--- src/rtl/psg_pkg.sv ---
// Package for the tone/noise sound generator: widths, channel record type,
// volume table and register codes. No dependencies.
package psg_pkg;

    localparam int FRAC_BITS = 16;
    localparam int STEP_W    = 24;
    localparam int N_W       = STEP_W + 1 - FRAC_BITS;
    localparam int CNT_W     = 16;
    localparam int EDGE_W    = FRAC_BITS + 2;
    localparam int PER_W     = 11;
    localparam int ATT_W     = 4;
    localparam int VOL_W     = 12;
    localparam int LFSR_W    = 16;
    localparam int SAMPLE_W  = 16;
    localparam int DEN_W     = N_W + FRAC_BITS;
    localparam int REM_W     = DEN_W + 1;
    localparam int QUO_W     = FRAC_BITS + 1;
    localparam int PROD_W    = VOL_W + 1 + EDGE_W;
    localparam int NUM_W     = CNT_W + 4 + FRAC_BITS;
    localparam int STEPS_W   = 5;

    localparam logic [STEP_W-1:0] CLOCK_STEP_RESET = 24'd332468;
    localparam logic              CHIP_RESET       = 1'b1;
    localparam logic [PER_W-1:0]  CUTOFF           = 11'd6;
    localparam logic [PER_W-1:0]  ZERO_PER_DISC    = 11'h400;
    localparam logic [PER_W-1:0]  ZERO_PER_INTG    = 11'd1;
    localparam logic [LFSR_W-1:0] TAPS_DISC        = 16'h0006;
    localparam logic [LFSR_W-1:0] TAPS_INTG        = 16'h0009;
    localparam logic [3:0]        TOP_DISC         = 4'd14;
    localparam logic [3:0]        TOP_INTG         = 4'd15;
    localparam logic [2:0]        LATCH_NOISE      = 3'd6;
    localparam logic [2:0]        LATCH_RESET      = 3'd3;

    localparam logic REG_CLOCK_STEP = 1'b0;
    localparam logic REG_CHIP_TYPE  = 1'b1;
    localparam logic CMD_TICK       = 1'b0;
    localparam logic CMD_WRITE      = 1'b1;

    typedef struct packed {
        logic signed [CNT_W-1:0]  count;
        logic                     level;
        logic signed [EDGE_W-1:0] edge_val;
        logic                     edge_ok;
        logic [PER_W-1:0]         period;
        logic [ATT_W-1:0]         atten;
    } t_chan_rec;

    localparam t_chan_rec REC_RESET = '{
        count: '0, level: 1'b0, edge_val: '0, edge_ok: 1'b0,
        period: 11'd1, atten: 4'hf
    };

    // 2 dB steps, attenuation 15 is off
    function automatic logic [VOL_W-1:0] vol_of(input logic [ATT_W-1:0] a);
        logic [VOL_W-1:0] v;
        case (a)
            4'd0:    v = 12'd2800;
            4'd1:    v = 12'd2224;
            4'd2:    v = 12'd1766;
            4'd3:    v = 12'd1403;
            4'd4:    v = 12'd1114;
            4'd5:    v = 12'd885;
            4'd6:    v = 12'd703;
            4'd7:    v = 12'd558;
            4'd8:    v = 12'd443;
            4'd9:    v = 12'd352;
            4'd10:   v = 12'd280;
            4'd11:   v = 12'd222;
            4'd12:   v = 12'd176;
            4'd13:   v = 12'd140;
            4'd14:   v = 12'd111;
            default: v = 12'd0;
        endcase
        return v;
    endfunction

endpackage

--- src/rtl/psg_tone_noise_generator_top.sv ---
// Tone/noise sound generator top level: channel memory, sequencer, divider. Depends on psg_pkg.
// Sequence: a write transfer reads the addressed record, then writes it back; a tick reads,
// evaluates and writes back each of the four channels in turn, running the shared restoring
// divider (one quotient bit a cycle) for each tone whose counter expires, and registers its sample.
// One item at a time; the input stalls while an item is in progress.
// Reset (synchronous): registers to power-up values, memory entries read as reset until written.
module psg_tone_noise_generator_top (
    input  logic                                 i_clk,
    input  logic                                 i_rst_n,
    input  logic                                 i_in_valid,
    output logic                                 o_in_stall,
    input  logic                                 i_cmd,
    input  logic [7:0]                           i_write_byte,
    output logic                                 o_out_valid,
    input  logic                                 i_out_stall,
    output logic signed [psg_pkg::SAMPLE_W-1:0]  o_sample,
    input  logic                                 i_cfg_we,
    input  logic                                 i_cfg_index,
    input  logic [psg_pkg::STEP_W-1:0]           i_cfg_data
);
    import psg_pkg::*;

    localparam logic [2:0] ST_IDLE = 3'd0;
    localparam logic [2:0] ST_RD   = 3'd1;
    localparam logic [2:0] ST_EVAL = 3'd2;
    localparam logic [2:0] ST_DIV  = 3'd3;
    localparam logic [2:0] ST_WB   = 3'd4;
    localparam logic [2:0] ST_OUT  = 3'd5;
    localparam logic [2:0] ST_WRD  = 3'd6;
    localparam logic [2:0] ST_WWB  = 3'd7;

    localparam logic [STEPS_W-1:0] LAST_STEP = STEPS_W'(QUO_W - 1);
    localparam logic [STEPS_W-1:0] MOD_STEPS = STEPS_W'(N_W);
    localparam logic [1:0]         CH_NOISE  = 2'd3;
    localparam logic [1:0]         CH_TONE2  = 2'd2;

    // control state
    logic [2:0]           r_state;
    logic [STEP_W-1:0]    r_clock_step;
    logic                 r_chip;
    logic [2:0]           r_lidx;
    logic [3:0]           r_nctl;
    logic [LFSR_W-1:0]    r_lfsr;
    logic [FRAC_BITS-1:0] r_phase;
    logic [1:0]           r_ch;
    logic [3:0]           r_mvalid;
    logic                 r_out_valid;
    logic [STEPS_W-1:0]   r_step;

    // payload / work registers
    t_chan_rec                  r_mem [4];
    t_chan_rec                  r_rd;
    logic [N_W-1:0]             r_n;
    logic [FRAC_BITS-1:0]       r_f;
    logic [7:0]                 r_byte;
    logic signed [SAMPLE_W-1:0] r_acc;
    logic signed [SAMPLE_W-1:0] r_sample;
    logic signed [CNT_W-1:0]    r_cnt;
    logic signed [CNT_W-1:0]    r_c2;
    logic                       r_hit;
    logic                       r_edge_ok;
    logic                       r_neg;
    logic [REM_W-1:0]           r_re;
    logic [DEN_W-1:0]           r_den;
    logic [QUO_W-1:0]           r_quo;
    logic [PER_W-1:0]           r_rm;
    logic [N_W-1:0]             r_nsh;
    logic signed [PROD_W-1:0]   r_prod;

    logic                 w_in_acc;
    logic [STEP_W:0]      w_acc;
    logic                 w_re;
    logic [1:0]           w_raddr;
    logic                 w_we;
    logic [1:0]           w_waddr;
    t_chan_rec            w_wdata;

    assign o_in_stall  = (r_state != ST_IDLE);
    assign o_out_valid = r_out_valid;
    assign o_sample    = r_sample;
    assign w_in_acc    = i_in_valid && (r_state == ST_IDLE);
    assign w_acc       = {{(STEP_W + 1 - FRAC_BITS){1'b0}}, r_phase} + {1'b0, r_clock_step};

    assign w_re    = (r_state == ST_RD) || (r_state == ST_WRD);
    assign w_raddr = (r_state == ST_WRD) ? r_lidx[2:1] : r_ch;

    // ---------------- evaluate: old record -> working values
    logic [VOL_W-1:0]          w_vol;
    logic signed [EDGE_W-1:0]  w_mul_op;
    logic signed [CNT_W:0]     w_cnt_dec;
    logic signed [CNT_W-1:0]   w_cnt_new;
    logic                      w_follow;
    logic signed [CNT_W+2:0]   w_whole;
    logic signed [NUM_W-1:0]   w_num;
    logic signed [NUM_W-1:0]   w_snum;
    logic [NUM_W-1:0]          w_mag;
    logic [DEN_W-1:0]          w_den;

    always_comb begin
        w_vol     = vol_of(r_rd.atten);
        w_mul_op  = r_rd.edge_ok ? r_rd.edge_val :
                    (r_rd.level ? EDGE_W'(1 << FRAC_BITS) : -EDGE_W'(1 << FRAC_BITS));
        w_follow  = (r_nctl[1:0] == 2'd3);
        w_cnt_dec = (CNT_W+1)'(r_rd.count) - $signed((CNT_W+1)'({1'b0, r_n}));
        w_cnt_new = (r_ch == CH_NOISE && w_follow) ? r_c2 : w_cnt_dec[CNT_W-1:0];
        w_whole   = $signed((CNT_W+3)'({1'b0, r_n})) + ((CNT_W+3)'(w_cnt_new) <<< 1);
        w_num     = (NUM_W'(w_whole) <<< FRAC_BITS) - $signed(NUM_W'({1'b0, r_f}));
        w_snum    = r_rd.level ? w_num : -w_num;
        w_mag     = (w_snum < 0) ? NUM_W'(-w_snum) : NUM_W'(w_snum);
        w_den     = {r_n, r_f};
    end

    // ---------------- divider step
    logic [REM_W-1:0] w_re_t;
    logic [PER_W:0]   w_rm_t;

    always_comb begin
        w_re_t = (r_step == '0) ? r_re : {r_re[REM_W-2:0], 1'b0};
        w_rm_t = {r_rm, r_nsh[N_W-1]};
    end

    // ---------------- write back
    logic signed [CNT_W+1:0]    w_cnt_rel;
    logic signed [EDGE_W-1:0]   w_q_s;
    logic [N_W:0]               w_nrel;
    logic [2:0]                 w_nsh;
    logic signed [PROD_W-1:0]   w_prod_adj;
    logic signed [PROD_W-1:0]   w_prod_q;
    logic signed [SAMPLE_W-1:0] w_contrib;
    logic [3:0]                 w_top;
    logic [LFSR_W-1:0]          w_taps;
    logic                       w_fb;
    logic [LFSR_W-1:0]          w_lfsr_step;
    logic                       w_is_tone_wr;
    logic [PER_W-1:0]           w_per_wr;
    t_chan_rec                  w_tick_rec;
    t_chan_rec                  w_write_rec;

    always_comb begin
        w_cnt_rel = (CNT_W+2)'(r_cnt) + (CNT_W+2)'({1'b0, r_n})
                  - (CNT_W+2)'({1'b0, r_rm}) + (CNT_W+2)'({1'b0, r_rd.period});
        w_q_s     = r_neg ? -EDGE_W'({1'b0, r_quo}) : EDGE_W'({1'b0, r_quo});
        w_nsh     = 3'd4 + {1'b0, r_nctl[1:0]};
        w_nrel    = ((N_W+1)'({1'b0, r_n}) >> w_nsh << w_nsh)
                  + ((N_W+1)'(16) << r_nctl[1:0]);
        w_prod_adj = r_prod + ((r_prod < 0) ? PROD_W'((1 << FRAC_BITS) - 1) : '0);
        w_prod_q   = w_prod_adj >>> FRAC_BITS;
        w_contrib  = (r_ch == CH_NOISE) ?
                     (r_lfsr[0] ? SAMPLE_W'({w_vol, 1'b0}) : '0) : w_prod_q[SAMPLE_W-1:0];
        w_top       = r_chip ? TOP_INTG : TOP_DISC;
        w_taps      = r_lfsr & (r_chip ? TAPS_INTG : TAPS_DISC);
        w_fb        = r_nctl[2] ? ^w_taps : r_lfsr[0];
        w_lfsr_step = (r_lfsr >> 1) | (LFSR_W'(w_fb) << w_top);

        w_tick_rec = r_rd;
        w_tick_rec.count = r_cnt;
        if (r_ch == CH_NOISE) begin
            if (r_hit) begin
                w_tick_rec.level = !r_rd.level;
                if (!w_follow) begin
                    w_tick_rec.count = r_cnt + CNT_W'(w_nrel);
                end
            end
        end else if (r_hit) begin
            w_tick_rec.count = w_cnt_rel[CNT_W-1:0];
            if (r_rd.period > CUTOFF) begin
                w_tick_rec.level    = !r_rd.level;
                w_tick_rec.edge_ok  = r_edge_ok;
                w_tick_rec.edge_val = r_edge_ok ? w_q_s : '0;
            end else begin
                w_tick_rec.level   = 1'b1;
                w_tick_rec.edge_ok = 1'b0;
            end
        end else begin
            w_tick_rec.edge_ok = 1'b0;
        end

        // register write: tone period, attenuation, or noise control
        w_is_tone_wr = !r_lidx[0] && (r_lidx != LATCH_NOISE);
        w_per_wr = r_byte[7] ? {1'b0, r_rd.period[9:4], r_byte[3:0]}
                             : {1'b0, r_byte[5:0], r_rd.period[3:0]};
        if (w_per_wr == '0) begin
            w_per_wr = r_chip ? ZERO_PER_INTG : ZERO_PER_DISC;
        end
        w_write_rec = r_rd;
        if (w_is_tone_wr) begin
            w_write_rec.period = w_per_wr;
        end else if (r_lidx[0]) begin
            w_write_rec.atten = r_byte[3:0];
        end
    end

    assign w_we    = (r_state == ST_WB) || (r_state == ST_WWB);
    assign w_waddr = (r_state == ST_WWB) ? r_lidx[2:1] : r_ch;
    assign w_wdata = (r_state == ST_WWB) ? w_write_rec : w_tick_rec;

    // ---------------- channel memory
    always_ff @(posedge i_clk) begin
        if (w_we) begin
            r_mem[w_waddr] <= w_wdata;
        end
        if (w_re) begin
            r_rd <= r_mvalid[w_raddr] ? r_mem[w_raddr] : REC_RESET;
        end
    end

    // ---------------- control
    always_ff @(posedge i_clk) begin
        if (!i_rst_n) begin
            r_state      <= ST_IDLE;
            r_clock_step <= CLOCK_STEP_RESET;
            r_chip       <= CHIP_RESET;
            r_lidx       <= LATCH_RESET;
            r_nctl       <= '0;
            r_lfsr       <= LFSR_W'(1) << (CHIP_RESET ? TOP_INTG : TOP_DISC);
            r_phase      <= '0;
            r_ch         <= '0;
            r_mvalid     <= '0;
            r_out_valid  <= 1'b0;
            r_step       <= '0;
        end else begin
            if (i_cfg_we) begin
                case (i_cfg_index)
                    REG_CLOCK_STEP: r_clock_step <= i_cfg_data;
                    REG_CHIP_TYPE:  r_chip <= i_cfg_data[0];
                    default: ;
                endcase
            end
            if (w_we) begin
                r_mvalid[w_waddr] <= 1'b1;
            end
            // drop the transfer unless a new sample replaces it this cycle
            if (r_out_valid && !i_out_stall && (r_state != ST_OUT)) begin
                r_out_valid <= 1'b0;
            end
            case (r_state)
                ST_IDLE: begin
                    if (w_in_acc) begin
                        if (i_cmd == CMD_WRITE) begin
                            if (i_write_byte[7]) begin
                                r_lidx <= i_write_byte[6:4];
                            end
                            r_state <= ST_WRD;
                        end else begin
                            r_phase <= w_acc[FRAC_BITS-1:0];
                            r_ch    <= '0;
                            r_state <= ST_RD;
                        end
                    end
                end
                ST_RD:   r_state <= ST_EVAL;
                ST_EVAL: begin
                    r_step  <= '0;
                    r_state <= (r_ch != CH_NOISE && w_cnt_new <= 0) ? ST_DIV : ST_WB;
                end
                ST_DIV: begin
                    r_step <= r_step + 1'b1;
                    if (r_step == LAST_STEP) begin
                        r_state <= ST_WB;
                    end
                end
                ST_WB: begin
                    if (r_ch == CH_NOISE) begin
                        if (r_hit && !r_rd.level) begin
                            r_lfsr <= w_lfsr_step;
                        end
                        r_state <= ST_OUT;
                    end else begin
                        r_ch    <= r_ch + 1'b1;
                        r_state <= ST_RD;
                    end
                end
                ST_OUT: begin
                    if (!r_out_valid || !i_out_stall) begin
                        r_out_valid <= 1'b1;
                        r_state     <= ST_IDLE;
                    end
                end
                ST_WRD: r_state <= ST_WWB;
                ST_WWB: begin
                    if (r_lidx == LATCH_NOISE) begin
                        r_nctl <= r_byte[3:0];
                        r_lfsr <= LFSR_W'(1) << w_top;
                    end
                    r_state <= ST_IDLE;
                end
                default: r_state <= ST_IDLE;
            endcase
        end
    end

    // ---------------- datapath
    always_ff @(posedge i_clk) begin
        case (r_state)
            ST_IDLE: begin
                if (w_in_acc) begin
                    r_byte <= i_write_byte;
                    r_n    <= w_acc[STEP_W:FRAC_BITS];
                    r_f    <= w_acc[FRAC_BITS-1:0];
                    r_acc  <= '0;
                end
            end
            ST_EVAL: begin
                r_prod    <= $signed({1'b0, w_vol}) * w_mul_op;
                r_cnt     <= w_cnt_new;
                r_hit     <= (w_cnt_new <= 0);
                r_edge_ok <= (w_den != '0);
                r_neg     <= (w_snum < 0);
                r_re      <= w_mag[REM_W-1:0];
                r_den     <= w_den;
                r_quo     <= '0;
                r_rm      <= '0;
                r_nsh     <= r_n;
                if (r_ch == CH_TONE2) begin
                    r_c2 <= w_cnt_new;
                end
            end
            ST_DIV: begin
                if (w_re_t >= REM_W'(r_den)) begin
                    r_re  <= w_re_t - REM_W'(r_den);
                    r_quo <= {r_quo[QUO_W-2:0], 1'b1};
                end else begin
                    r_re  <= w_re_t;
                    r_quo <= {r_quo[QUO_W-2:0], 1'b0};
                end
                if (r_step < MOD_STEPS) begin
                    r_nsh <= r_nsh << 1;
                    if (w_rm_t >= (PER_W+1)'(r_rd.period)) begin
                        r_rm <= PER_W'(w_rm_t - (PER_W+1)'(r_rd.period));
                    end else begin
                        r_rm <= w_rm_t[PER_W-1:0];
                    end
                end
            end
            ST_WB:  r_acc <= r_acc + w_contrib;
            ST_OUT: begin
                if (!r_out_valid || !i_out_stall) begin
                    r_sample <= r_acc;
                end
            end
            default: ;
        endcase
    end

`ifndef SYNTH
    a_no_mem_write_idle: assert property (@(posedge i_clk) disable iff (!i_rst_n)
        (r_state == ST_IDLE) |-> !w_we)
        else $error("channel memory written while idle");

    a_mod_rem_bound: assert property (@(posedge i_clk) disable iff (!i_rst_n)
        (r_state == ST_DIV) |-> (r_rm < r_rd.period))
        else $error("period remainder out of range");

    a_edge_rem_bound: assert property (@(posedge i_clk) disable iff (!i_rst_n)
        (r_state == ST_DIV) |-> (r_re <= REM_W'(r_den)))
        else $error("edge remainder exceeds divisor");

    a_tick_ends_in_result: assert property (@(posedge i_clk) disable iff (!i_rst_n)
        (r_state == ST_WB && r_ch == CH_NOISE) |=> (r_state == ST_OUT))
        else $error("noise write-back not followed by sample output");
`endif

endmodule
--- config.mk ---
export PLATFORM = sky130hd
export DESIGN_NAME = psg_tone_noise_generator_top
export DESIGN_NICKNAME = d
export VERILOG_FILES = /design/src/rtl/psg_pkg.sv /design/src/rtl/psg_tone_noise_generator_top.sv
export SDC_FILE = /design/constraint.sdc
export NUM_CORES = 2
export LEC_CHECK = 0
export ABC_AREA = 1
export ABC_CLOCK_PERIOD_IN_PS = 12000
export BUFFER_PORTS_ARGS = -buffer_cell sky130_fd_sc_hd__buf_2
export CORE_MARGIN = 5
export CORE_UTILIZATION = 45
export CTS_CLUSTER_DIAMETER = 80
export CTS_CLUSTER_SIZE = 16
export DETAILED_ROUTE_END_ITERATION = 7
export PLACE_DENSITY = 0.63
export SLEW_MARGIN = 20
export SYNTH_ARGS = -nofsm -noshare
export SYNTH_HDL_FRONTEND = slang
export SYNTH_SLANG_ARGS = --single-unit
--- constraint.sdc ---
create_clock -name i_clk -period 12 [get_ports i_clk]
set_clock_uncertainty 0.1 [all_clocks]
set_input_delay 3.6 -clock i_clk [delete_from_list [all_inputs] [get_ports i_clk]]
set_output_delay 3.6 -clock i_clk [all_outputs]
set_load 0.1 [all_outputs]
* Word level (Yosys, flattened, before mapping)
Memory sizes are Yosys's and may differ from the RTL's. A register that Yosys moved wholly into a read port is not among the register bits. Index checks and enable logic that the tools add are counted.
Word-level totals: register bits 297, RAM bits 204, memory bits (read-only) 192, input bits 39, output and inout port bits 18, logic and storage cells 199, memories 2
Operators by class: $add $sub $neg 19, multiply operators 1, magnitude comparators 10, equal/unequal tests 24, shift-type cells 5, multiplexer cells 68, bitwise operators 5, reductions and logical operators 38
Memories:
- r_mem | depth 4, bits a word 51, read ports 1, clocked after memory_dff 1, wr ports 1, line psg_tone_noise_generator_top.sv:51 | t_chan_rec r_mem [4];
- (no name shown) | depth 16, bits a word 12, read ports 1, clocked after memory_dff 0, wr ports 0, line psg_pkg.sv:56 | case (a)
Operator list (number):
- $mux 16 | 8
- $mux 18 | 5
- $mux 26 | 3
- $pmux 16 s2 | 2
- $mux 11 | 5
- $pmux 26 s2 | 1
- $mux 51 | 1
- $lt 36x1->1 const B | 1
- $mux 36 | 1
- $neg 35->36 | 1
- $mux 35 | 1
- $sub 34x17->35 | 1
- $mux 17 | 2
- $pmux 17 s2 | 1
- $add 16x10->16 | 2
- $add 31x16->31 | 1
- $lt 31x1->1 const B | 1
- $mul 13x18->31 | 1
- $ge 26x25->1 | 1
- $neg 26->26 | 1
- $sub 26x25->26 | 1
- $add 16x24->25 | 1
- $reduce_bool 25->1 | 1
- $pmux 3 s8 | 1
- other kinds (60) | 126

* Logic depth before layout (Yosys ltp)
depth after elaboration 10, mapped depth 37, depth with buffers taken out 36

* Worst setup path after synthesis
Ideal clock, no wire load.
kind reg-to-reg, start point register r_state[1], end point register r_quo[0] (enable), arrival 7.950 ns, path slack 3.547 ns, cell stages (with the launch flop) 5, path buffers 0, clock period less this slack 8.453 ns, cells stage by stage dfxtp_1 inv_1 nor3_1 inv_1 nand2_1
Between the ends: longest elaborated chain between the ends 2, elaborated cells on any way between the ends 3
RTL lines:
- start: declaration | line psg_tone_noise_generator_top.sv:38 | logic [2:0] r_state;
- start signal: assignment | line psg_tone_noise_generator_top.sv:254 | r_state <= (r_ch != CH_NOISE && w_cnt_new <= 0) ? ST_DIV : ST_WB;
- $eq 3x2->1 | line psg_tone_noise_generator_top.sv:294 | case (r_state)
- $reduce_bool 2->1 (no line) (*)
- end signal: assignment | line psg_tone_noise_generator_top.sv:321 | r_quo <= {r_quo[QUO_W-2:0], 1'b1};
- end signal: assignment | line psg_tone_noise_generator_top.sv:324 | r_quo <= {r_quo[QUO_W-2:0], 1'b0};
- end: declaration | line psg_tone_noise_generator_top.sv:65 | logic [QUO_W-1:0] r_quo;
Mark *: on every way between the ends. The rest lies on a longest branch, timed or not. A chain may end at the register's enable or synchronous reset.

* Worst setup path in the final report
start point register, netlist name r_rd[0], end point register r_prod[28] (data pin)
Between the ends: longest elaborated chain between the ends 2
RTL lines:
- $mem_v2 16x12
- $mul 13x18->31 | line psg_tone_noise_generator_top.sv:304 | r_prod <= $signed({1'b0, w_vol}) * w_mul_op;
- end signal: assignment | line psg_tone_noise_generator_top.sv:304
- end: declaration | line psg_tone_noise_generator_top.sv:68 | logic signed [PROD_W-1:0] r_prod;
No other way between the ends.

==> impl_metrics.env <==
export IMPL_outcome="finished, final reports clean"
export IMPL_ys_types=65
export IMPL_vias=30475
export IMPL_place_congestion=0.902
export IMPL_first_global_vias=29620
export IMPL_timing_final_crit_share_pct=63.8
export IMPL_via_per_inst=5.33
export IMPL_ioPinCount=57
export IMPL_syn_avg_cell_area_um2=8.72
export IMPL_layout_cells_non_filler=5715
export IMPL_htreeDepth=2
export IMPL_cpPeakStageDelay_ns=0.56
export IMPL_synth_warnings=0
export IMPL_synth_top_area_share_pct=36.1
export IMPL_hold_path_end="o_sample[0]$_DFFE_PP_"
export IMPL_max_cap_violations=0
export IMPL_die_area_mm2=0.0934
export IMPL_routed_wl_mm=100
export IMPL_wl_per_cell_um=17.6
export IMPL_max_freq_mhz=131
export IMPL_relSlewSlack_pct=30.8
export IMPL_place_hpwl_mm=73.5
export IMPL_cp_end_kind="flop"
export IMPL_rows=108
export IMPL_n_antenna_cell=0
export IMPL_cp_common_cell="inv_1"
export IMPL_portBuffers=56
export IMPL_finalNetCount=5005
export IMPL_tritoncts="done"
export IMPL_period_needed_ns=7.65
export IMPL_synthArstFlopShare_pct=0
export IMPL_r2r_cells=35
export IMPL_initial_utilization_pct=45.3
export IMPL_clock_sinks=551
export IMPL_cts_setup_buffers=0
export IMPL_synth_area_mm2=0.0393
export IMPL_path_clk_slew_ns=0.08
export IMPL_ys_flop_type="edfxtp_1"
export IMPL_fin_tns_setup_ns=0
export IMPL_crit_arrival_ns=7.91
export IMPL_r2r_start="r_rd[0]$_SDFFCE_PN1P_"
export IMPL_drcViolationCount=0
export IMPL_seq_area_frac_synth_pct=40.1
export IMPL_synth_edf_count=473
export IMPL_cts_made_buffers=46
export IMPL_yosys_area_top_type="edfxtp_1"
export IMPL_cp_top_family="adder cells"
export IMPL_overflow=0
export IMPL_synth_area_leaders="edfxtp_1 36%, fa_1 12%, nand2_1 8.5%"
export IMPL_r2r_end="r_prod[28]$_DFFE_PP_"
export IMPL_grt_first_pass_wirelength_mm=161
export IMPL_clk_path_buf_depth=3
export IMPL_cts_repair_resized=0
export IMPL_synth_common_cells="885 x nand2_1, 672 x inv_1, 502 x nor2_1, 473 x edfxtp_1, 328 x o21ai_0"
export IMPL_antenna_found_initial=1
export IMPL_slew_violations=0
export IMPL_grt_usage_pct=21.2
export IMPL_synth_most_common_cell="nand2_1"
export IMPL_critPathKind="reg -> reg"
export IMPL_design_core_area_mm2=0.0868
export IMPL_grt_max_degree=106
export IMPL_layout_drive_gt1_share_pct=5.96
export IMPL_grt_setup_unrepaired="no"
export IMPL_ant_nets=0
export IMPL_hold_buffers=0
export IMPL_die_w_um=306
export IMPL_required_ns=12.25
export IMPL_synth_nets=4988
export IMPL_slowest_stage="fa_1"
export IMPL_crit_path_start_kind="flop"
export IMPL_hold_path_startpoint="r_acc[0]$_SDFFCE_PN0P_"
export IMPL_min_path_cells=0
export IMPL_clkLatencyLatePin_ns=0.60
export IMPL_path_buf_inv=9
export IMPL_hold_viol=0
export IMPL_die_y_um=306
export IMPL_worst_slack_ns=4.35
export IMPL_first_pass_iters=8
export IMPL_hold_path_class="reg -> reg"
export IMPL_tightest_slew_ns=1.04
export IMPL_crit_fanout=15
export IMPL_drt_iter0_markers=2372
export IMPL_root_buffer="clkbuf_16"
export IMPL_place_ws_ns=4.44
export IMPL_syn_inst=4506
export IMPL_dpl_cell_count=5630
export IMPL_rrSetupSlack_ns=4.35
export IMPL_setup_violations=0
export IMPL_syn_to_final_growth_pct=7.77
export IMPL_ys_seq_elements=551
## cell families (layout without fill, tap and decap cells)
kind of cell | after synthesis | after routing | synth area share, %
flip-flops | 551 | 551 | 40.1
XOR/XNOR | 151 | 151 | 3.44
adder cells (fa/ha/maj) | 443 | 443 | 18.4
AND/OR/NAND/NOR | 1762 | 1762 | 18.8
buffers and inverters | 820 | 874 | 7.95
AO/OA/AOI/OAI | 774 | 774 | 11.2
multiplexers | 5 | 5 | 0.127
## worst reg2reg max path, delay by kind of cell, from the launching register on
| kind | cells | cell delay (ns) |
|---|---|---|
| XOR/XNOR | 1 | 0.14 |
| buffers and inverters | 9 | 1.02 |
| AND/OR/NAND/NOR | 9 | 0.94 |
| AO/OA/AOI/OAI | 9 | 1.68 |
| adder cells (fa/ha/maj) | 7 | 3.04 |
| flip-flops | 1 | 0.49 |
## layout make-up
class                           instances  area, um^2
Fill cell                            8200       44400
Clock inverter                         15         139
Multi-Input combinational cell       3135       20500
Inverter                              693        2600
Timing Repair Buffer                   96         581
Clock buffer                           70        1280
Sequential cell                       551       15800
Tap cell                             1155        1450
## through the flow
stage / utilization, % / hold WS, ns / area [um^2]
after floorplan: - / 0.333 / 39300
after global placement: 47.2 / 0.342 / 40900
after detailed placement: 47.2 / 0.345 / 40900
after CTS: 48.8 / 0.360 / 42400
after global routing: 48.8 / 0.371 / 42400
final: 48.8 / 0.361 / 42400
## metal layers
metal | GRT usage (%) | wire, um | vias to the layer above
met3 | 2.58 | 5740 | 153
met2 | 36.0 | 47200 | 847
met4 | 5.43 | 2660 | 0
met5 | 0 | 0 | -
met1 | 29.3 | 44800 | 14577
li1 | - | - | 14898
## cells in the final DEF, fill, tap and decap left out, types with 24 or more instances in the layout
cell type  Yosys  routed
inv_1        672     670
xnor2_1       43      43
o211ai_1      34      34
ha_1         217     217
nor3_1        33      30
buf_2          5      56
nand3_1      198     198
a21oi_1      220     219
fa_1         226     226
xor2_1       104     104
nor2_1       502     496
edfxtp_1     473     473
o21bai_1      24      24
buf_4          3      40
o21ai_0      328     328
clkbuf_16      0      48
nand2_1      885     883
nand4_1       50      50
o22ai_1       51      50
dfxtp_1       78      78
## registers in the layout, indices dropped and copies added, names as in the netlist, 4 cells and up
signal,flops
r_quo,17
r_c2,16
r_cnt,16
r_clock_step,24
r_rd,51
r_step,5
r_rm,11
r_acc,16
r_re,26
o_sample,16
r_lfsr,16
r_mvalid,4
r_f,16
r_mem,204
r_byte,7
r_phase,16
r_prod,31
r_n,9
r_nsh,9
r_den,25
## worst max-delay path by stage
stage,from,to,cells past startpoint
after floorplan,r_state[1]$_SDFFE_PN0P_,r_quo[0]$_SDFFCE_PN0P_,4
after global placement,r_rd[0]$_SDFFCE_PN1P_,r_prod[28]$_DFFE_PP_,35
after detailed placement,r_rd[0]$_SDFFCE_PN1P_,r_prod[28]$_DFFE_PP_,35
after CTS,r_rd[0]$_SDFFCE_PN1P_,r_prod[28]$_DFFE_PP_,35
after global routing,r_rd[0]$_SDFFCE_PN1P_,r_prod[28]$_DFFE_PP_,35
final,r_rd[0]$_SDFFCE_PN1P_,r_prod[28]$_DFFE_PP_,35
Power is not shown: default switching activity piles up to over one toggle a cycle in this logic, so the estimate is an artifact.
